--- src/hw/rtl/spectral_cube_block_average_unit_macros.svh ---
// assertion macros shared by the block average unit
`ifndef SPECTRAL_CUBE_BLOCK_AVERAGE_UNIT_MACROS_SVH
`define SPECTRAL_CUBE_BLOCK_AVERAGE_UNIT_MACROS_SVH

`ifndef SYNTHESIS

// property that must hold at every clock edge out of reset
`define SCBA_ASSERT_ALWAYS(label, prop) \
    label: assert property (@(posedge aclk) disable iff (!aresetn) (prop)) \
        else $error("scba assertion failed: invariant");

// same-cycle implication
`define SCBA_ASSERT_IMPLIES(label, cond, prop) \
    label: assert property (@(posedge aclk) disable iff (!aresetn) (cond) |-> (prop)) \
        else $error("scba assertion failed: implication");

// next-cycle implication
`define SCBA_ASSERT_NEXT(label, cond, prop) \
    label: assert property (@(posedge aclk) disable iff (!aresetn) (cond) |=> (prop)) \
        else $error("scba assertion failed: next-cycle implication");

`else

`define SCBA_ASSERT_ALWAYS(label, prop)
`define SCBA_ASSERT_IMPLIES(label, cond, prop)
`define SCBA_ASSERT_NEXT(label, cond, prop)

`endif

`endif

--- src/hw/rtl/scba_pkg.sv ---
// shared constants and types of the block average unit
`timescale 1ns / 1ps
`default_nettype none

package scba_pkg;

    // default sizing of the accumulator store and position counters
    localparam int SCBA_MAX_BINS_ACROSS = 64;
    localparam int SCBA_MAX_CHANNELS    = 256;
    localparam int SCBA_MAX_BIN_LOG2    = 6;

    // accumulator and mean shift widths
    localparam int ACC_W   = 44;
    localparam int SHIFT_W = 5;

    // result queue sizing
    localparam int OUTQ_DEPTH = 4;
    localparam int OUTQ_AW    = 2;
    localparam int OUTQ_CW    = 3;

    // configuration register map
    localparam int CFG_ADDR_W = 4;
    localparam logic [1:0] REG_CHANNEL_COUNT = 2'd0;
    localparam logic [1:0] REG_BINS_ACROSS   = 2'd1;
    localparam logic [1:0] REG_BIN_LOG2      = 2'd2;

    // per-sample position info handed to the accumulator pipeline
    typedef struct packed {
        logic               start;
        logic               last;
        logic [7:0]         chan;
        logic [5:0]         bcol;
        logic [9:0]         brow;
        logic [SHIFT_W-1:0] shift;
    } pos_t;

    // one finished bin mean
    typedef struct packed {
        logic signed [31:0] mean;
        logic [7:0]         chan;
        logic [5:0]         bcol;
        logic [9:0]         brow;
    } res_t;

endpackage

`default_nettype wire

--- src/hw/rtl/scba_pos.sv ---
// raster position counters and accumulator address generation
`timescale 1ns / 1ps
`default_nettype none

module scba_pos
    import scba_pkg::*;
#(
    parameter int MAX_BINS_ACROSS = SCBA_MAX_BINS_ACROSS,
    parameter int MAX_CHANNELS    = SCBA_MAX_CHANNELS,
    parameter int MAX_BIN_LOG2    = SCBA_MAX_BIN_LOG2,
    parameter int AW              = 14
) (
    input  wire logic          aclk,
    input  wire logic          aresetn,
    input  wire logic          accept,
    input  wire logic          first,
    input  wire logic [8:0]    channel_count,
    input  wire logic [6:0]    bins_across,
    input  wire logic [2:0]    bin_log2,
    output logic      [AW-1:0] addr,
    output pos_t               pos
);

    localparam int CW   = (MAX_CHANNELS > 1) ? $clog2(MAX_CHANNELS) : 1;
    localparam int CCW  = $clog2(MAX_CHANNELS + 1);
    localparam int BAW  = $clog2(MAX_BINS_ACROSS + 1);
    localparam int BCW  = (MAX_BINS_ACROSS > 1) ? $clog2(MAX_BINS_ACROSS) : 1;
    localparam int RW   = (MAX_BIN_LOG2 > 0) ? MAX_BIN_LOG2 : 1;
    localparam int SW   = MAX_BIN_LOG2 + 1;
    localparam int COLW = BCW + MAX_BIN_LOG2;
    localparam int WW   = BAW + MAX_BIN_LOG2;
    localparam int LGW  = (MAX_BIN_LOG2 > 0) ? $clog2(MAX_BIN_LOG2 + 1) : 1;

    logic [CW-1:0]   chan_reg, chan_next, chan_cur;
    logic [COLW-1:0] col_reg, col_next, col_cur;
    logic [RW-1:0]   row_reg, row_next, row_cur;
    logic [9:0]      brow_reg, brow_next, brow_cur;

    logic [CCW-1:0]  cc_eff;
    logic [BAW-1:0]  ba_eff;
    logic [LGW-1:0]  lg_eff;
    logic [WW-1:0]   width_eff;
    logic [SW-1:0]   side;
    logic [COLW-1:0] cin;
    logic [BCW-1:0]  bcol;
    logic [CW:0]     chan_inc;
    logic [COLW:0]   col_inc;
    logic [RW:0]     row_inc;
    logic            wrap_ch, wrap_col, wrap_row;

    // clamp registers to their meaningful ranges
    always_comb begin
        if (channel_count == 9'd0) begin
            cc_eff = CCW'(1);
        end else if (32'(channel_count) > MAX_CHANNELS) begin
            cc_eff = CCW'(MAX_CHANNELS);
        end else begin
            cc_eff = CCW'(channel_count);
        end
        if (bins_across == 7'd0) begin
            ba_eff = BAW'(1);
        end else if (32'(bins_across) > MAX_BINS_ACROSS) begin
            ba_eff = BAW'(MAX_BINS_ACROSS);
        end else begin
            ba_eff = BAW'(bins_across);
        end
        if (32'(bin_log2) > MAX_BIN_LOG2) begin
            lg_eff = LGW'(MAX_BIN_LOG2);
        end else begin
            lg_eff = LGW'(bin_log2);
        end
    end

    assign width_eff = WW'(ba_eff) << lg_eff;
    assign side      = SW'(1) << lg_eff;

    // position of this sample, restarted by first and wrapped past the registers
    always_comb begin
        chan_cur = first ? '0 : chan_reg;
        col_cur  = first ? '0 : col_reg;
        row_cur  = first ? '0 : row_reg;
        brow_cur = first ? '0 : brow_reg;
        if (chan_cur >= cc_eff) begin
            chan_cur = '0;
        end
        if (col_cur >= width_eff) begin
            col_cur = '0;
        end
        if (row_cur >= side) begin
            row_cur = '0;
        end
    end

    // bin column, column inside the bin, store address
    assign bcol = BCW'(col_cur >> lg_eff);
    assign cin  = col_cur & COLW'(side - SW'(1));
    assign addr = AW'(bcol * MAX_CHANNELS + chan_cur);

    assign pos.start = (cin == '0) && (row_cur == '0);
    assign pos.last  = (cin == COLW'(side - SW'(1))) && (row_cur == RW'(side - SW'(1)));
    assign pos.chan  = 8'(chan_cur);
    assign pos.bcol  = 6'(bcol);
    assign pos.brow  = brow_cur;
    assign pos.shift = SHIFT_W'({lg_eff, 1'b0});

    // advance channel, then column, then row inside the bin, then bin row
    always_comb begin
        chan_inc  = (CW + 1)'(chan_cur) + (CW + 1)'(1);
        col_inc   = (COLW + 1)'(col_cur) + (COLW + 1)'(1);
        row_inc   = (RW + 1)'(row_cur) + (RW + 1)'(1);
        wrap_ch   = chan_inc >= cc_eff;
        wrap_col  = wrap_ch && (col_inc >= width_eff);
        wrap_row  = wrap_col && (row_inc >= side);
        chan_next = wrap_ch ? '0 : CW'(chan_inc);
        col_next  = wrap_ch ? (wrap_col ? '0 : COLW'(col_inc)) : col_cur;
        row_next  = wrap_col ? (wrap_row ? '0 : RW'(row_inc)) : row_cur;
        brow_next = wrap_row ? brow_cur + 10'd1 : brow_cur;
    end

    // counter registers
    always_ff @(posedge aclk) begin
        if (!aresetn) begin
            chan_reg <= '0;
            col_reg  <= '0;
            row_reg  <= '0;
            brow_reg <= '0;
        end else if (accept) begin
            chan_reg <= chan_next;
            col_reg  <= col_next;
            row_reg  <= row_next;
            brow_reg <= brow_next;
        end
    end

endmodule

`default_nettype wire

--- config.mk ---
export PLATFORM = sky130hd
export DESIGN_NAME = scba_pos
export DESIGN_NICKNAME = d
export VERILOG_FILES = /design/src/hw/rtl/spectral_cube_block_average_unit_macros.svh /design/src/hw/rtl/scba_pkg.sv /design/src/hw/rtl/scba_pos.sv
export SDC_FILE = /design/constraint.sdc
export NUM_CORES = 1
export LEC_CHECK = 0
export BUFFER_PORTS_ARGS = -buffer_cell sky130_fd_sc_hd__buf_2
export CAP_MARGIN = 20
export CORE_ASPECT_RATIO = 1.25
export CORE_MARGIN = 4
export CORE_UTILIZATION = 60
export CTS_CLUSTER_DIAMETER = 100
export DETAILED_ROUTE_END_ITERATION = 12
export PLACE_DENSITY = 0.83
export SKIP_LAST_GASP = 1
export SYNTH_ARGS = -nofsm -noshare
export SYNTH_HDL_FRONTEND = slang
export SYNTH_SLANG_ARGS = --single-unit
--- constraint.sdc ---
create_clock -name aclk -period 6.73 [get_ports aclk]
set_input_delay 0.3365 -clock aclk [delete_from_list [all_inputs] [get_ports aclk]]
set_output_delay 0.3365 -clock aclk [all_outputs]
set_load 0.01 [all_outputs]
* Word-level counts from Yosys, hierarchy flattened
Cells that the tools add are included.
** Storage, ports and cells
- Register bits after elaboration :: 36
- Output and inout port bits :: 45
- Word-level logic and storage cells :: 52
** Operators by class
- Add/sub/neg operators :: 7
- Magnitude comparators :: 9
- Eq/ne operators :: 2
- Shift operators :: 3
- Multiplexer cells :: 18
- Bitwise operators :: 1
- Reductions and logical operators :: 8
** Operators with widths (number)
- 12-bit 2-to-1 mux :: 4
- 6-bit 2-to-1 mux :: 4
- 8-bit 2-to-1 mux :: 3
- 10-bit 2-to-1 mux :: 2
- 9-bit 2-to-1 mux :: 2
- 14-bit by 8-bit adder with 14-bit output :: 1
- 7-bit 2-to-1 mux :: 2
- 12-bit by 1-bit adder with 13-bit output (second input constant) :: 1
- 12-bit by 13-bit >= comparator with 1-bit output :: 1
- 13-bit >= comparator :: 1
- 7-bit by 3-bit << shifter with 13-bit output :: 1
- 12-bit bitwise AND :: 1
- 12-bit == test :: 1
- 12-bit logical NOT :: 1
- 12-bit by 3-bit right shift with 6-bit output :: 1
- 10-bit by 1-bit adder with 10-bit output (second input constant) :: 1
- 8-bit by 1-bit adder with 9-bit output (second input constant) :: 1
- 8-bit by 9-bit >= comparator with 1-bit output :: 1
- 9-bit >= comparator :: 1
- 9-bit > comparator (second input constant) :: 1
- 9-bit logical NOT :: 1
- 7-bit by 1-bit subtractor with 8-bit output (second input constant) :: 1
- 6-bit by 1-bit adder with 7-bit output (second input constant) :: 1
- 6-bit by 7-bit >= comparator with 1-bit output :: 1
- 10 further kinds :: 13

* Logic depth before layout (Yosys ltp)
- Depth in word-level cells :: 12
- Gate-level depth with buffers :: 33
- Depth with buffers taken out :: 29

* Worst setup path before layout
No wires, ideal clock.
- Kind :: input to register
- Start :: in bin_log2[2]
- End :: reg row_reg[3]
- Setup time :: 0.117 ns
- Arrival :: 5.259 ns
- Data required time :: 6.613 ns
- Setup slack :: 1.353 ns
- Stages :: 31
- Cells stage by stage :: buf_4 inv_4 nor2_8 inv_4 nand2_1 buf_2 mux2i_1 nor3_1 a21oi_1 a2bb2oi_1 ha_1 a21oi_1 o21ai_0 a22oi_2 and3b_1 and2_1 ha_1 and3_1 clkbuf_1 nand3_1 xor2_1 nor2_1 ha_1 nand4_1 o41ai_2 a21oi_1 and2_1 buf_6 or3_1 xnor2_1 a32o_1
** On the way
- Cells in the longest elaborated chain, start to end :: 11
- Elaborated cells on any way between the ends :: 16
- Classes of those cells :: 2 x add/sub; 5 x order compare; 2 x shift; 5 x mux; 2 x reduce/logical
** RTL lines
- start: declaration :: line scba_pos.sv:19 : input wire logic [2:0] bin_log2,
- 3-bit > comparator :: line scba_pos.sv:67 : if (32'(bin_log2) > MAX_BIN_LOG2) begin
- 3-bit 2-to-1 mux * :: line scba_pos.sv:67
- 7-bit by 3-bit << shifter with 13-bit output :: line scba_pos.sv:74 : assign width_eff = WW'(ba_eff) << lg_eff;
- 12-bit by 13-bit >= comparator with 1-bit output :: line scba_pos.sv:86 : if (col_cur >= width_eff) begin
- 12-bit 2-to-1 mux :: line scba_pos.sv:86
- 12-bit by 1-bit adder with 13-bit output :: line scba_pos.sv:109 : col_inc = (COLW + 1)'(col_cur) + (COLW + 1)'(1);
- 13-bit >= comparator :: line scba_pos.sv:112 : wrap_col = wrap_ch && (col_inc >= width_eff);
- 1-bit logical AND :: line scba_pos.sv:112
- 1-bit logical AND :: line scba_pos.sv:113 : wrap_row = wrap_col && (row_inc >= side);
- 6-bit 2-to-1 mux :: line scba_pos.sv:116 : row_next = wrap_col ? (wrap_row ? '0 : RW'(row_inc)) : row_cur;
- 6-bit 2-to-1 mux * :: line scba_pos.sv:116
- end signal: assignment :: line scba_pos.sv:130 : row_reg <= row_next;
- end: declaration :: line scba_pos.sv:36 : logic [RW-1:0] row_reg, row_next, row_cur;
Every way passes the cells marked *; elsewhere a longest branch is shown, timed or not.
A chain may end at the register's enable or synchronous reset.

* Worst setup path after layout
- Start :: in bin_log2[0]
- End :: reg row_reg[3]
The elaborated chain is that of the path after synthesis.

==> impl_metrics.py <==
metrics = {
    "run_status": {
        "status": "complete, no violations",
    },
    "clocking": {
        "numCtsBuffers": 5,
        "cts.path.max_buffers": 2,
        "clk_latency_ns": 0.29,
        "path_clk_slew_ns": 0.08,
        "cts_root_buf": "clkbuf_8",
        "post-cts-setup-buffers": 0,
        "cts.sinks": 36,
        "htree_levels": 2,
        "ctsHoldBuffers": 0,
        "tritoncts": "done",
    },
    "worst_setup_path": {
        "worst-path-max-fanout": 23,
        "required_ns": 6.92,
        "timing.rr.start": "col_reg[3]",
        "crit_slowest_cell": "and3b_1",
        "cp_cell_sequence": "buf_2, nand2_1, o21ai_0, o21ai_0, nand2b_1, ha_1, o21a_1, o2111ai_1, and3b_1, and2_1, ha_1, and3_1, nand3_1, xor2_1, nor2_1, ha_1, a211oi_1, o21ai_0, a21oi_1, and2_1, or3_1, xnor2_1, a32o_1",
        "critPathCaptureType": "register",
        "critPathKind": "in -> reg",
        "crit_arrival_ns": 6.42,
        "startpoint_type": "input pin",
        "cp_slowest_stage_delay_ns": 0.51,
        "cp-startpoint": "bin_log2[0]",
    },
    "global_routing": {
        "grt_pass1_wl_um": 21900,
        "antenna_found_initial": 0,
        "track_usage": 0.279,
        "grt_max_degree": 44,
        "globalRoute.totalOverflow": 0,
        "grt_pass1_vias": 4790,
    },
    "final_layout": {
        "fin_cells": 785,
        "drive_gt1_frac": 0.146,
        "fillers": 684,
        "nets": 772,
        "final_common_cell": "nand2_1",
        "largest_register_ffs": 12,
        "area_growth_pct": 5.95,
        "diodes": 0,
        "layout_common_cells": "nand2_1 (79), buf_2 (65), ha_1 (60)",
    },
    "floorplan": {
        "dieHeight_um": 109,
        "die_w_um": 88.6,
        "dieArea_sq_um": 9640,
        "core_sq_um": 7880,
        "core.rowCount": 36,
        "initial_core_util": 0.619,
        "io_pins": 68,
    },
    "placed_design": {
        "place_congestion": 0.931,
        "placedCellCount": 777,
        "portBuffers": 65,
        "dp_hpwl_um": 10100,
    },
    "yosys": {
        "ys.warnings.count": 0,
        "synth_edf_count": 0,
        "ys_ff_latch": 36,
        "ys.flop_type": "dfxtp_1",
        "postSynth.asyncResetShare": 0,
        "yosysUniqueCellTypes": 76,
        "syn_area_sq_um": 4880,
        "netlist_instances": 672,
        "yosysSeqAreaShare": 0.148,
        "syn_avg_cell_area_sq_um": 7.26,
    },
    "sta": {
        "fmax_mhz": 161,
        "worst-slew-pin-transition_ns": 0.942,
        "drv_slew": 0,
        "rsz0062_at_grt": "no",
        "finalClockSkew_ns": 0.00595,
        "tns_ns": 0,
        "setup_violations": 0,
        "min_period_over_period": 0.926,
        "hold_violations": 0,
        "relSlewSlack": 0.370,
        "finalCriticalPeriod_ns": 6.23,
    },
    "pwr": {
        "p_per_area_nw_per_um2": 109,
        "power.leakage_nw": 2.33,
        "ir_drop_mv": 0.0932,
    },
    "hold_path": {
        "hold_class": "in -> reg",
        "min_from": "accept",
    },
    "route": {
        "antenna_left": 0,
        "vias_per_cell": 6.37,
        "vias": 5001,
        "drcViolationCount": 0,
        "wl_per_cell_um": 16.8,
        "finalWirelength_um": 13200,
        "drt_iter0_drc": 452,
        "firstDrtPassIters": 5,
    },
    "run": {
        "maxCapViolCount": 0,
    },
}
-- power breakdown --
part           internal [mW]  total, mW  switching (mW)
Sequential             0.214      0.216         0.00147
Combinational         0.0503      0.153           0.102
Clock                  0.112      0.196          0.0841
Total                  0.376      0.564           0.188
-- per-stage QoR --
step / util / area [sq um] / hold WS (ns) / setup slack (ns) / power (mW)
after global placement: 0.640 / 5050 / 0.446 / 0.486 / 0.366
after global routing: 0.656 / 5170 / 0.483 / 0.00601 / 0.592
after detailed placement: 0.640 / 5050 / 0.464 / 0.316 / 0.370
final: 0.656 / 5170 / 0.466 / 0.500 / 0.564
after CTS: 0.655 / 5160 / 0.453 / 0.602 / 0.565
after floorplan: - / 4880 / 0.434 / 1.35 / 0.333
-- logic make-up (layout without fill, tap and decap cells) --
kind of cell,count (synthesis),in the layout,synth area share
XOR/XNOR,25,25,0.0449
AO/OA/AOI/OAI,152,152,0.207
buffers and inverters,83,100,0.0836
adder cells (fa/ha/maj),60,60,0.154
other,1,2,0.000769
AND/OR/NAND/NOR,295,295,0.320
multiplexers,20,20,0.0413
flip-flops,36,36,0.148
-- final cells by class --
type	instances	area, sq um	share of cell area
repair buffers	71	370	0.0717
well taps	95	119	0.0230
clock inverters	3	46.3	0.00896
clock buffers	5	68.8	0.0133
inverters	21	83.8	0.0162
flip-flops and latches	36	721	0.139
multi-input cells	554	3760	0.727
-- critical path, delay by kind of cell --
kind                       cells  cell delay [ns]
and+or+nand+nor                9             2.59
AOI/OAI and AO/OA              8             2.03
adders and majority gates      3             0.83
buffers and inverters          1             0.37
xor gates and xnor gates       2             0.24
-- per-layer routing --
layer | vias to the layer above | global-route usage | part of all wire
met5 | - | 0 | 0
met4 | 0 | 0.141 | 0.037
met3 | 38 | 0.0257 | 0.051
met2 | 176 | 0.479 | 0.49
met1 | 2352 | 0.340 | 0.42
li1 | 2435 | - | -
-- final timing paths --
check / slack [ns] / to / cells after the start
max: 0.50 / row_reg[3] / 23
min: 0.47 / row_reg[0] / 2
max reg2reg: 1.26 / row_reg[3] / 19
min reg2reg: 0.47 / chan_reg[1] / 2
-- repair_timing --
action                     CTS  global route
hold endpoints to repair     0             0
gates resized for setup      0             1
setup endpoints to repair    0             5
-- cell usage after synthesis (all sizes together), types with 7 or more instances --
master | instances | area, sq um
nand2 | 79 | 297
ha | 60 | 751
nor2 | 52 | 216
a21oi | 37 | 185
dfxtp | 36 | 721
nand3 | 36 | 193
nor2b | 36 | 225
o21ai | 36 | 180
clkbuf | 35 | 133
buf | 27 | 191
mux2i | 19 | 190
inv | 18 | 72.6
nand2b | 14 | 87.6
nor3 | 14 | 86.3
xnor2 | 13 | 114
nand4 | 12 | 81.3
xor2 | 12 | 105
and3 | 11 | 68.8
a21o | 9 | 67.6
and2 | 9 | 56.3
nor4 | 8 | 56.3
a211oi | 7 | 52.6
a31oi | 7 | 43.8
o31ai | 7 | 57.6
No activity file was read; power rests on OpenSTA's default activity.
