$ cat config.mk
export PLATFORM = sky130hd
export DESIGN_NAME = scba_outq
export DESIGN_NICKNAME = d
export VERILOG_FILES = /design/src/hw/rtl/scba_pkg.sv /design/src/hw/rtl/scba_outq.sv
export VERILOG_INCLUDE_DIRS = /design/src /design/src/hw/rtl
export SDC_FILE = /design/constraint.sdc
export NUM_CORES = 1
export LEC_CHECK = 0
export BUFFER_PORTS_ARGS = -buffer_cell sky130_fd_sc_hd__buf_2
export CAP_MARGIN = 20
export CORE_ASPECT_RATIO = 0.75
export CORE_MARGIN = 4
export CORE_UTILIZATION = 51
export DETAILED_ROUTE_END_ITERATION = 8
export PLACE_DENSITY = 0.74
export SYNTH_ARGS = -nofsm -noshare
export SYNTH_HDL_FRONTEND = slang
export SYNTH_SLANG_ARGS = --single-unit
$ cat constraint.sdc
create_clock -name aclk -period 2.2 [get_ports aclk]
set_input_delay 0.22 -clock aclk [delete_from_list [all_inputs] [get_ports aclk]]
set_output_delay 0.22 -clock aclk [all_outputs]
set_load 0.01 [all_outputs]
$ cat src/hw/rtl/spectral_cube_block_average_unit_macros.svh
// assertion macros shared by the block average unit
`ifndef SPECTRAL_CUBE_BLOCK_AVERAGE_UNIT_MACROS_SVH
`define SPECTRAL_CUBE_BLOCK_AVERAGE_UNIT_MACROS_SVH

`ifndef SYNTHESIS

// property that must hold at every clock edge out of reset
`define SCBA_ASSERT_ALWAYS(label, prop) \
    label: assert property (@(posedge aclk) disable iff (!aresetn) (prop)) \
        else $error("scba assertion failed: invariant");

// same-cycle implication
`define SCBA_ASSERT_IMPLIES(label, cond, prop) \
    label: assert property (@(posedge aclk) disable iff (!aresetn) (cond) |-> (prop)) \
        else $error("scba assertion failed: implication");

// next-cycle implication
`define SCBA_ASSERT_NEXT(label, cond, prop) \
    label: assert property (@(posedge aclk) disable iff (!aresetn) (cond) |=> (prop)) \
        else $error("scba assertion failed: next-cycle implication");

`else

`define SCBA_ASSERT_ALWAYS(label, prop)
`define SCBA_ASSERT_IMPLIES(label, cond, prop)
`define SCBA_ASSERT_NEXT(label, cond, prop)

`endif

`endif

$ cat src/hw/rtl/scba_pkg.sv
// shared constants and types of the block average unit
`timescale 1ns / 1ps
`default_nettype none

package scba_pkg;

    // default sizing of the accumulator store and position counters
    localparam int SCBA_MAX_BINS_ACROSS = 64;
    localparam int SCBA_MAX_CHANNELS    = 256;
    localparam int SCBA_MAX_BIN_LOG2    = 6;

    // accumulator and mean shift widths
    localparam int ACC_W   = 44;
    localparam int SHIFT_W = 5;

    // result queue sizing
    localparam int OUTQ_DEPTH = 4;
    localparam int OUTQ_AW    = 2;
    localparam int OUTQ_CW    = 3;

    // configuration register map
    localparam int CFG_ADDR_W = 4;
    localparam logic [1:0] REG_CHANNEL_COUNT = 2'd0;
    localparam logic [1:0] REG_BINS_ACROSS   = 2'd1;
    localparam logic [1:0] REG_BIN_LOG2      = 2'd2;

    // per-sample position info handed to the accumulator pipeline
    typedef struct packed {
        logic               start;
        logic               last;
        logic [7:0]         chan;
        logic [5:0]         bcol;
        logic [9:0]         brow;
        logic [SHIFT_W-1:0] shift;
    } pos_t;

    // one finished bin mean
    typedef struct packed {
        logic signed [31:0] mean;
        logic [7:0]         chan;
        logic [5:0]         bcol;
        logic [9:0]         brow;
    } res_t;

endpackage

`default_nettype wire

$ cat src/hw/rtl/scba_outq.sv
// small result queue between the pipeline and the result channel
`timescale 1ns / 1ps
`default_nettype none

`include "spectral_cube_block_average_unit_macros.svh"

module scba_outq
    import scba_pkg::*;
(
    input  wire logic               aclk,
    input  wire logic               aresetn,
    input  wire logic               push,
    input  wire res_t               push_data,
    input  wire logic               out_ready,
    output logic                    out_valid,
    output res_t                    out_data,
    output logic      [OUTQ_CW-1:0] count
);

    res_t               entry_reg [OUTQ_DEPTH];
    logic [OUTQ_AW-1:0] wr_ptr_reg, wr_ptr_next;
    logic [OUTQ_AW-1:0] rd_ptr_reg, rd_ptr_next;
    logic [OUTQ_CW-1:0] count_reg, count_next;
    logic               pop;

    assign out_valid = count_reg != '0;
    assign out_data  = entry_reg[rd_ptr_reg];
    assign pop       = out_valid && out_ready;
    assign count     = count_reg;

    // pointer and fill count update
    always_comb begin
        wr_ptr_next = push ? wr_ptr_reg + OUTQ_AW'(1) : wr_ptr_reg;
        rd_ptr_next = pop ? rd_ptr_reg + OUTQ_AW'(1) : rd_ptr_reg;
        count_next  = count_reg + OUTQ_CW'(push) - OUTQ_CW'(pop);
    end

    always_ff @(posedge aclk) begin
        if (!aresetn) begin
            wr_ptr_reg <= '0;
            rd_ptr_reg <= '0;
            count_reg  <= '0;
        end else begin
            wr_ptr_reg <= wr_ptr_next;
            rd_ptr_reg <= rd_ptr_next;
            count_reg  <= count_next;
        end
    end

    // entry storage
    always_ff @(posedge aclk) begin
        if (push) begin
            entry_reg[wr_ptr_reg] <= push_data;
        end
    end

    `SCBA_ASSERT_ALWAYS(a_cnt_bound, count_reg <= OUTQ_CW'(OUTQ_DEPTH))
    `SCBA_ASSERT_IMPLIES(a_no_overflow, push, (count_reg < OUTQ_CW'(OUTQ_DEPTH)) || pop)
    `SCBA_ASSERT_NEXT(a_cnt_up, push && !pop, count_reg == $past(count_reg) + OUTQ_CW'(1))

endmodule

`default_nettype wire
-- After elaboration in Yosys (flattened, before gate mapping)
Memories as Yosys holds them, arrays and structs flattened. A register that Yosys moved wholly into a read port is not among the register bits.
Index checks and enable logic that the tools add are counted.
- bits in registers: 7
- memory bits (writable): 224
- input bits: 60
- output and inout port bits: 60
- logic and storage cells: 14
- memories: 1
- add/sub/neg operators: 4
- multiplexer cells: 4
- reductions and logical operators: 2
- memory list (memory ; depth ; bits a word ; rd ports ; clocked after Yosys merged registers in ; write ports ; line ; source):
    entry_reg ; 4 ; 56 ; 1 ; 1 ; 1 ; scba_outq.sv:20 ; res_t entry_reg [OUTQ_DEPTH];
- operators with widths (operator ; count):
    2-bit by 1-bit adder with 2-bit output (second input constant) ; 2
    2-bit two-way mux ; 2
    3-bit by 1-bit adder with 3-bit output ; 1
    3-bit nonzero test ; 1
    3-bit by 1-bit subtractor with 3-bit output ; 1
    1-bit two-way mux ; 2
    1-bit logical AND ; 1

-- Depth between registers and ports, before layout
Gate-level depths: netlist (run 1).
- depth after elaboration: 4
- depth in mapped cells: 7
- depth with buffers taken out: 7

-- Least setup slack after synthesis (run 1)
Ideal clock, no wire load.
- path type: register -> register
- start: reg wr_ptr_reg[0]
- end: mem entry_reg[2][0] in the netlist's numbering, enable pin
- library setup time: 0.419 ns
- arrival time: 1.867 ns
- required time: 1.781 ns
- setup slack: -0.087 ns
- cell stages (with the launch flop): 4
- buffers on the path: 0
- period minus slack after synthesis: 2.287 ns
- cells stage by stage: dfxtp_1 -> inv_1 -> ha_1 -> and2_1
- RTL lines (item ; line ; source):
    from (decl) ; scba_outq.sv:21 ; logic [OUTQ_AW-1:0] wr_ptr_reg, wr_ptr_next;
    from (signal assigned) ; scba_outq.sv:44 ; wr_ptr_reg <= wr_ptr_next;
    to (decl) ; scba_outq.sv:20 ;
Straight into the memory's write port.

==> results.cfg, run 1 <==
[die]
coreArea_um2 = 16300
io_pins = 120
chipHeight_um = 120
floorplan.initialDensity_pct = 52.8
floorplan_row_count = 40
fp.dieArea_um2 = 19000
fp.dieW_um = 158

[pwr]
max_rail_drop_vdd_v = 0.000584
p_leak_nw = 3.73
power_density_nw_per_um2 = 1030

[synthesis]
syn_inst = 336
synthesis.yosys.warnings = 0
synth_nets = 403
synth.distinct_cells = 21
yosysSeqAreaShare_pct = 80.5
mappedNetlistArea_um2 = 8580
synth.ff_latch_count = 233
syn-mean-instance-area_um2 = 25.5

[clock_tree]
cts_made_buffers = 22
cts_root_buffer = clkbuf_16
clock-sinks = 233
tritoncts_clock_tree = yes
clock_pin_slew_on_the_worst_setup_and_hold_paths_ns = 0.06
max-clock-path-buffers = 3
clk-insertion-delay-late_ns = 0.49
ctsHtreeMaxLevel = 1

[sta]
period_utilisation_layout_pct = 93.9
max_freq_mhz = 484
setup_viol = 0
fin_setup_tns_ns = 0
min_period_ns = 2.07
timing.slew.headroom_pct = 67.4
final_critical_path_setup_slack_ns = 0.134
grt_setup_unrepaired = no
clock_skew_ns = 0.0108
final_max_slew_viol_count = 0
hold_violation_total_from_the_final_report = 0
worst_slew_pin_slew_ns = 0.489

[status]
run_status = finished, final reports clean

[critical_path]
cp.buffers_inverters = 2
cp.depth = 3
worst_r2r_path_depth = 7
cp_delay_by_family_top = multiplexers
rr_startpoint = count[1]$_SDFF_PN0_
critPathArrivalTime_ns = 1.85
crit_chain = buf_12 -> mux4_2 -> buf_2
critical-path-slowest-cell = mux4_2
max_stage_delay_ns = 0.56
setup.worst_path.start_class = flop
cp_data_required_time_ns = 1.98
critPathCaptureType = output pin
crit_type = flop to output pin
maximum_fanout_encountered_on_the_critical_timing_path = 17

[finish]
antennaDiodeCount = 0
layout.nets = 606
largest_reg_flops = 224
mostFrequentLayoutCell = edfxtp_1
layout_common_cells = 224 x edfxtp_1, 119 x buf_2, 56 x mux4_2, 56 x dlygate4sd3_1, 23 x clkbuf_16
post_route_cells_drive_above_1_share_pct = 40.7
areaGrowthSynthToFinish_pct = 25.2
nFillCells = 1048

[place]
port-buffer-count = 119
rd_place_congestion = 0.694
detailedPlace.worstSlack_ns = 0.156
hpwlAfterDp_mm = 9.06

[global_route]
first_global_vias = 4447
grt_pass1_wl_mm = 23.9
initial_antenna_violation_count = 0
grt_usage_pct = 16.4
largest_net_degree_at_the_start_of_global_routing = 34
globalRouteOverflowTotal = 0

[run]
max_cap_viols = 0

[route]
route.detailed.vias_per_inst = 5.29
tritonroute_pass_1_iters = 5
routed_len_inst_um = 20.0
antenna_left = 0
drt-total-wl_mm = 15.3
drc_errors = 0
drt_iter0_drc = 177
dr_total_vias = 4033

[min_path]
type_of_the_worst_min_delay_path = primary input to flop
min_path_cells = 2
holdCritStartpoint = aresetn
==> per-stage QoR <==
| stage | hold WS, ns | instance area [um^2] | utilization (%) | power (mW) | std cells |
|---|---|---|---|---|---|
| floorplan | 0.319 | 8590 | - | 6.67 | 336 |
| global placement | 0.428 | 9450 | 58.1 | 7.27 | 666 |
| detailed placement | 0.437 | 9450 | 58.1 | 7.33 | 666 |
| CTS | 0.0534 | 10700 | 66.1 | 11.2 | 763 |
| global route | 0.0725 | 10700 | 66.1 | 11.5 | 763 |
| finish | 0.0637 | 10700 | 66.1 | 11.0 | 763 |
==> path summary, 6_finish.rpt <==
kind	to	slack, ns
worst max-delay path	out_data[6]	0.13
worst min-delay path	wr_ptr_reg[0]$_SDFFE_PN0P_	0.06
worst max register to register	count[2]$_SDFF_PN0_	0.17
worst min register to register	flop	0.47
==> layout make-up <==
class	instances	area, um^2	share of cell area [%]
clock buffers	28	594	5.53
clock inverters	10	119	1.11
inverters	6	22.5	0.210
multi-input cells	85	1530	14.3
flip-flops and latches	233	6910	64.3
well taps	210	263	2.45
repair buffers	191	1300	12.1
==> logic make-up (layout without fill, tap and decap cells) <==
logic type                 count (synthesis)  in the layout  share of synthesized area [%]
buffers and inverters                     18            235                           1.75
muxes                                     60             60                           15.2
xor gates and xnor gates                   2              2                          0.364
DFF                                      233            233                           80.5
adders and majority gates                  7              7                           1.11
AOI/OAI and AO/OA                          2              2                          0.204
and+or+nand+nor                           14             14                          0.962
==> cells in the mapped netlist (all sizes together) <==
library cell | count | area share, %
nor2b | 1 | 0.073
mux2i | 4 | 0.47
xor2 | 1 | 0.10
edfxtp | 224 | 78
o31a | 1 | 0.10
buf | 11 | 1.4
nand2b | 2 | 0.15
ha | 6 | 0.87
nand2 | 2 | 0.087
dfxtp | 9 | 2.1
inv | 6 | 0.26
clkbuf | 1 | 0.044
mux4 | 56 | 15
and2 | 8 | 0.58
fa | 1 | 0.23
xnor3 | 1 | 0.26
or3 | 1 | 0.073
o311ai | 1 | 0.10
==> report_power, final <==
part,internal (mW),total [mW],leakage [nW],switching (mW)
logic,1.09,2.08,1.25,0.991
clock network,2.25,3.72,0.347,1.47
registers,5.12,5.22,2.13,0.0971
==> layer usage <==
| layer | GRT usage (%) | vias to the layer above | wire, um |
|---|---|---|---|
| li1 | - | 1829 | - |
| met1 | 21.9 | 2055 | 6430 |
| met2 | 27.7 | 125 | 7540 |
| met3 | 4.01 | 24 | 1010 |
| met4 | 3.44 | 0 | 311 |
| met5 | 0 | - | 0 |
==> repair_timing <==
item	CTS	global route
setup endpoints to repair	45	0
setup buffers	3	0
hold buffers	56	0
endpoints found under the hold margin	224	0
resized for setup	0	0
No activity file was read; power rests on OpenSTA's default activity.
==> run 2, diff against run 1 <==
--- a/config.mk
+++ b/config.mk
@@ -8,9 +8,11 @@
 export LEC_CHECK = 0
 export BUFFER_PORTS_ARGS = -buffer_cell sky130_fd_sc_hd__buf_2
 export CAP_MARGIN = 20
+export CELL_PAD_IN_SITES_DETAIL_PLACEMENT = 1
+export CELL_PAD_IN_SITES_GLOBAL_PLACEMENT = 1
 export CORE_ASPECT_RATIO = 0.75
 export CORE_MARGIN = 4
-export CORE_UTILIZATION = 51
+export CORE_UTILIZATION = 45
 export DETAILED_ROUTE_END_ITERATION = 8
 export PLACE_DENSITY = 0.74
 export SYNTH_ARGS = -nofsm -noshare
==> run 2 against run 1 <==
Sequential cell count is the same. Sequential power is essentially flat. Clock-buffer cell count grew 1. Global-route usage shrank 0.092 points. Sequential share of layout area shrank 0.63 points. Design area grew 0.99%. Maximum frequency shrank 2.6%. Via count grew 2.9%. Register-to-register slack lost 0.05 ns. Critical path type unchanged.
==> results.cfg, run 2 (synthesis gave the netlist of run 1 again) <==
[status]
run_status = finished, final reports clean

[die]
fp.dieW_um = 167
io_pins = 120
fp.dieArea_um2 = 21400
coreArea_um2 = 18600
floorplan_row_count = 43
chipHeight_um = 128
floorplan.initialDensity_pct = 46.1

[pwr]
p_leak_nw = 3.75
fin_total_pwr_mw = 11.2
max_rail_drop_vdd_v = 0.000580
power.share.sequential_pct = 46.8
internal-power_mw = 8.53
power_frac_clock_pct = 33.7
sw_frac_of_total_pct = 23.8
power_density_nw_per_um2 = 1030
share_comb_of_total_power_pct = 19.5
power_switching_mw = 2.66

[global_route]
largest_net_degree_at_the_start_of_global_routing = 35
initial_antenna_violation_count = 1
globalRouteOverflowTotal = 0
grt_usage_pct = 16.3
grt_pass1_wl_mm = 26.9
first_global_vias = 4683

[clock_tree]
clock_pin_slew_on_the_worst_setup_and_hold_paths_ns = 0.06
clock-sinks = 233
clk-insertion-delay-late_ns = 0.49
ctsHtreeMaxLevel = 1
cts_root_buffer = clkbuf_16
tritoncts_clock_tree = yes
max-clock-path-buffers = 3
cts_made_buffers = 23

[sta]
setup_viol = 0
hold_ws_ns = 0.0511
max_freq_mhz = 472
clock_skew_ns = 0.0124
period_utilisation_layout_pct = 96.4
timing.slew.headroom_pct = 64.4
min_period_ns = 2.12
final_max_slew_viol_count = 0
hold_violation_total_from_the_final_report = 0
worst_slew_pin_slew_ns = 0.534

[critical_path]
r2r_endpoint = count[2]$_SDFF_PN0_
rr_startpoint = count[1]$_SDFF_PN0_
setup.worst_path.end = out_data[47]
setup.worst_path.start_class = flop
reg2reg_slack_ns = 0.12
critPathCaptureType = output pin
maximum_fanout_encountered_on_the_critical_timing_path = 15
cp_data_required_time_ns = 1.98
worst_r2r_path_depth = 7
critPathArrivalTime_ns = 1.90
crit_type = flop to output pin

[finish]
layout.nets = 610
post_route_cells_drive_above_1_share_pct = 40.6
mostFrequentLayoutCell = edfxtp_1
largest_reg_flops = 224
areaGrowthSynthToFinish_pct = 26.4
final_design_area_no_fill_um2 = 10900
layout_common_cells = 224 x edfxtp_1, 117 x buf_2, 56 x mux4_2, 56 x dlygate4sd3_1, 23 x clkbuf_16

[place]
rd_place_congestion = 0.674
port-buffer-count = 119
hpwlAfterDp_mm = 10.2
detailed_place.area_um2 = 9510

[route]
route.detailed.vias_per_inst = 5.14
drc_errors = 0
drt-total-wl_mm = 17.3
antenna_left = 0
tritonroute_pass_1_iters = 4
drt_iter0_drc = 251
dr_total_vias = 4151
routed_len_inst_um = 21.4

[min_path]
type_of_the_worst_min_delay_path = primary input to flop

[run]
max_cap_viols = 0
-- run 2: how the worst min path moves through the flow --
stage                        startpoint                    endpoint  cells past startpoint
after global routing            aresetn  wr_ptr_reg[1]$_SDFFE_PN0P_                      2
final                           aresetn         count[2]$_SDFF_PN0_                      2
after detailed placement   push_data[0]   entry_reg[0][0]$_DFFE_PP_                      1
after CTS                       aresetn         count[2]$_SDFF_PN0_                      2
after global placement    push_data[53]  entry_reg[0][53]$_DFFE_PP_                      1
after floorplan            push_data[0]   entry_reg[0][0]$_DFFE_PP_                      0
-- run 2: per-stage QoR --
step,utilization [%],TNS (ns),setup slack [ns],cells
2_1_floorplan,-,0,0.224,336
3_3_place_gp,51.1,0,0.224,704
3_5_place_dp,51.1,0,0.118,704
4_1_cts,58.1,0,0.0158,804
5_1_grt,58.3,-0.00513,-0.00266,807
6_report,58.3,0,0.0801,807
-- run 2: critical path, cell delays in order, from the launching register on --
cell	delay, ns
dfxtp_4	0.48
buf_12	0.22
mux4_2	0.56
buf_6	0.15
-- run 2: final cells by class --
class	count	area [um^2]
Clock inverter	12	125
Clock buffer	29	598
Tap cell	247	309
Timing Repair Buffer	194	1350
Fill cell	1611	7760
Antenna cell	1	2.50
Multi-Input combinational cell	85	1530
Sequential cell	233	6910
Inverter	6	22.5
-- run 2: power by group through the flow --
stage / Combinational, mW / Clock [mW] / Sequential (mW)
after floorplan: 1.39 / 0 / 5.28
after CTS: 2.20 / 3.88 / 5.25
after global placement: 1.99 / 0 / 5.34
after global routing: 2.38 / 4.09 / 5.26
final: 2.19 / 3.77 / 5.24
after detailed placement: 2.05 / 0 / 5.36
-- run 2: metal layers --
metal / GRT usage, % / part of all wire, %
met5: 0 / 0
met4: 2.72 / 1.1
met3: 4.33 / 7.1
met2: 28.2 / 50
met1: 21.5 / 42
-- run 2: what timing repair did --
action | in CTS | in global routing
hold endpoints to repair | 224 | 0
gates resized for setup | 0 | 2
setup buffers | 3 | 2
hold buffers | 56 | 0
endpoints found under the setup margin | 46 | 6
==> run 3, diff against run 2 <==
--- a/config.mk
+++ b/config.mk
@@ -8,11 +8,11 @@
 export LEC_CHECK = 0
 export BUFFER_PORTS_ARGS = -buffer_cell sky130_fd_sc_hd__buf_2
 export CAP_MARGIN = 20
-export CELL_PAD_IN_SITES_DETAIL_PLACEMENT = 1
-export CELL_PAD_IN_SITES_GLOBAL_PLACEMENT = 1
+export CELL_PAD_IN_SITES_DETAIL_PLACEMENT = 2
+export CELL_PAD_IN_SITES_GLOBAL_PLACEMENT = 2
 export CORE_ASPECT_RATIO = 0.75
 export CORE_MARGIN = 4
-export CORE_UTILIZATION = 45
+export CORE_UTILIZATION = 40
 export DETAILED_ROUTE_END_ITERATION = 8
 export PLACE_DENSITY = 0.74
 export SYNTH_ARGS = -nofsm -noshare
==> run 3 against run 2 <==
Combinational power is essentially flat. Clock skew decreased by 0.0052 ns. First-iteration DRC count up 6.0%. Register-to-register slack worse by 0.02 ns. Global-route usage increased by 0.60 points. Critical path depth did not move. Maximum frequency up 0.12%. Design area increased by 1.8%. Clock power rose by 21%. Sequential power about the same. Wire length grew 15%. Largest cell class unchanged.
==> results.cfg, run 3 (synthesis gave the netlist of run 1 again) <==
[status]
run_status = finished, final reports clean

[critical_path]
crit_chain = buf_12 -> mux4_2 -> buf_2
critPathCaptureType = output pin
cp_data_required_time_ns = 1.98
max_stage_delay_ns = 0.58
crit_type = flop to output pin
critPathArrivalTime_ns = 1.90
setup.worst_path.start_class = flop
maximum_fanout_encountered_on_the_critical_timing_path = 26
critical-path-slowest-cell = mux4_2

[global_route]
first_global_vias = 4934
initial_antenna_violation_count = 0
largest_net_degree_at_the_start_of_global_routing = 35
grt_usage_pct = 16.9
grt_pass1_wl_mm = 30.5
globalRouteOverflowTotal = 0

[sta]
hold_violation_total_from_the_final_report = 0
period_utilisation_layout_pct = 96.2
fin_setup_tns_ns = 0
timing.slew.headroom_pct = 60.3
worst_slew_pin_slew_ns = 0.589
setup_viol = 0
grt_setup_unrepaired = yes
max_freq_mhz = 472
hold_ws_ns = 0.0451
min_period_ns = 2.12
clock_skew_ns = 0.00721
final_max_slew_viol_count = 0

[clock_tree]
clk-insertion-delay-late_ns = 0.50
cts_made_buffers = 24
clock-sinks = 233
ctsHtreeMaxLevel = 1
cts_root_buffer = clkbuf_16
tritoncts_clock_tree = yes
clock_pin_slew_on_the_worst_setup_and_hold_paths_ns = 0.06
max-clock-path-buffers = 3

[route]
dr_total_vias = 4199
tritonroute_pass_1_iters = 4
drt_iter0_drc = 266
drc_errors = 0
route.detailed.vias_per_inst = 4.98
routed_len_inst_um = 23.5
drt-total-wl_mm = 19.8
antenna_left = 0

[finish]
areaGrowthSynthToFinish_pct = 28.7
layout_utilization_pct = 52.3
mostFrequentLayoutCell = edfxtp_1
layout_common_cells = 224 x edfxtp_1, 115 x buf_2, 56 x mux4_2, 56 x dlygate4sd3_1, 25 x clkbuf_16
antennaDiodeCount = 0
largest_reg_flops = 224
post_route_cells_drive_above_1_share_pct = 41.8
final_design_area_no_fill_um2 = 11000
layout.nets = 604

[die]
floorplan.initialDensity_pct = 40.6
fp.dieArea_um2 = 23900
floorplan_row_count = 46
chipHeight_um = 135
io_pins = 120
coreArea_um2 = 21100
fp.dieW_um = 177

[place]
port-buffer-count = 119
hpwlAfterDp_mm = 12.3
detailed_place.area_um2 = 9550
rd_place_congestion = 0.695

[min_path]
type_of_the_worst_min_delay_path = primary input to flop

[run]
max_cap_viols = 0

[pwr]
p_leak_nw = 3.81
max_rail_drop_vdd_v = 0.000572
power_density_nw_per_um2 = 1090
-- run 3: cell types whose count changed in the layout (fill, tap and decap cells not counted), moves of 4 or more --
cell       change
clkinv_1       -4
bufinv_16      +4
buf_4          -7
clkbuf_1       -5
-- run 3: layout make-up --
| class | count | area, um^2 |
|---|---|---|
| Tap cell | 288 | 360 |
| Fill cell | 1838 | 10100 |
| Timing Repair Buffer | 187 | 1320 |
| Inverter | 6 | 22.5 |
| Sequential cell | 233 | 6910 |
| Clock inverter | 18 | 277 |
| Clock buffer | 26 | 629 |
| Multi-Input combinational cell | 85 | 1530 |
-- run 3: timing repair --
action                     CTS  global route
hold buffers                56             0
gates resized for setup      0             5
setup endpoints to repair    0             5
hold endpoints to repair   224             0
buffers inserted             0             0
-- run 3: stage by stage --
step,total power [mW],setup slack [ns],std cells
floorplan,6.67,0.224,336
global placement,7.33,0.220,743
detailed placement,7.44,0.121,743
CTS,12.2,0.0138,843
global route,12.5,-0.00570,843
finish,12.0,0.0825,843
-- run 3: routing by layer --
metal	part of all wire (%)	GRT usage [%]	vias up	wire length, um
met5	0	0	-	0
met4	1.9	3.87	0	374
met3	5.2	3.44	32	1040
met2	49	29.2	136	9800
met1	43	22.3	2196	8610
li1	-	-	1835	-
-- run 3: worst max-delay path, delay by kind of cell (launching register included) --
kind	cells	cell delay (ns)
flip-flops	1	0.38
multiplexers	1	0.58
buffers and inverters	2	0.41
-- run 3: path summary, 6_finish.rpt --
check | slack (ns) | to | startpoint | depth (start not counted)
setup / recovery | 0.08 | out_data[49] | flop | 3
hold / removal | 0.05 | count[2]$_SDFF_PN0_ | aresetn | 2
setup reg to reg | 0.10 | count[2]$_SDFF_PN0_ | count[1]$_SDFF_PN0_ | 7
hold reg to reg | 0.50 | flop | rd_ptr_reg[1]$_SDFFE_PN0P_ | 2
-- run 3: report_power, final --
group / switching (mW) / total (mW) / leakage (nW) / internal, mW
registers: 0.105 / 5.23 / 2.13 / 5.12
clock network: 1.68 / 4.58 / 0.435 / 2.90
logic: 1.10 / 2.20 / 1.24 / 1.11
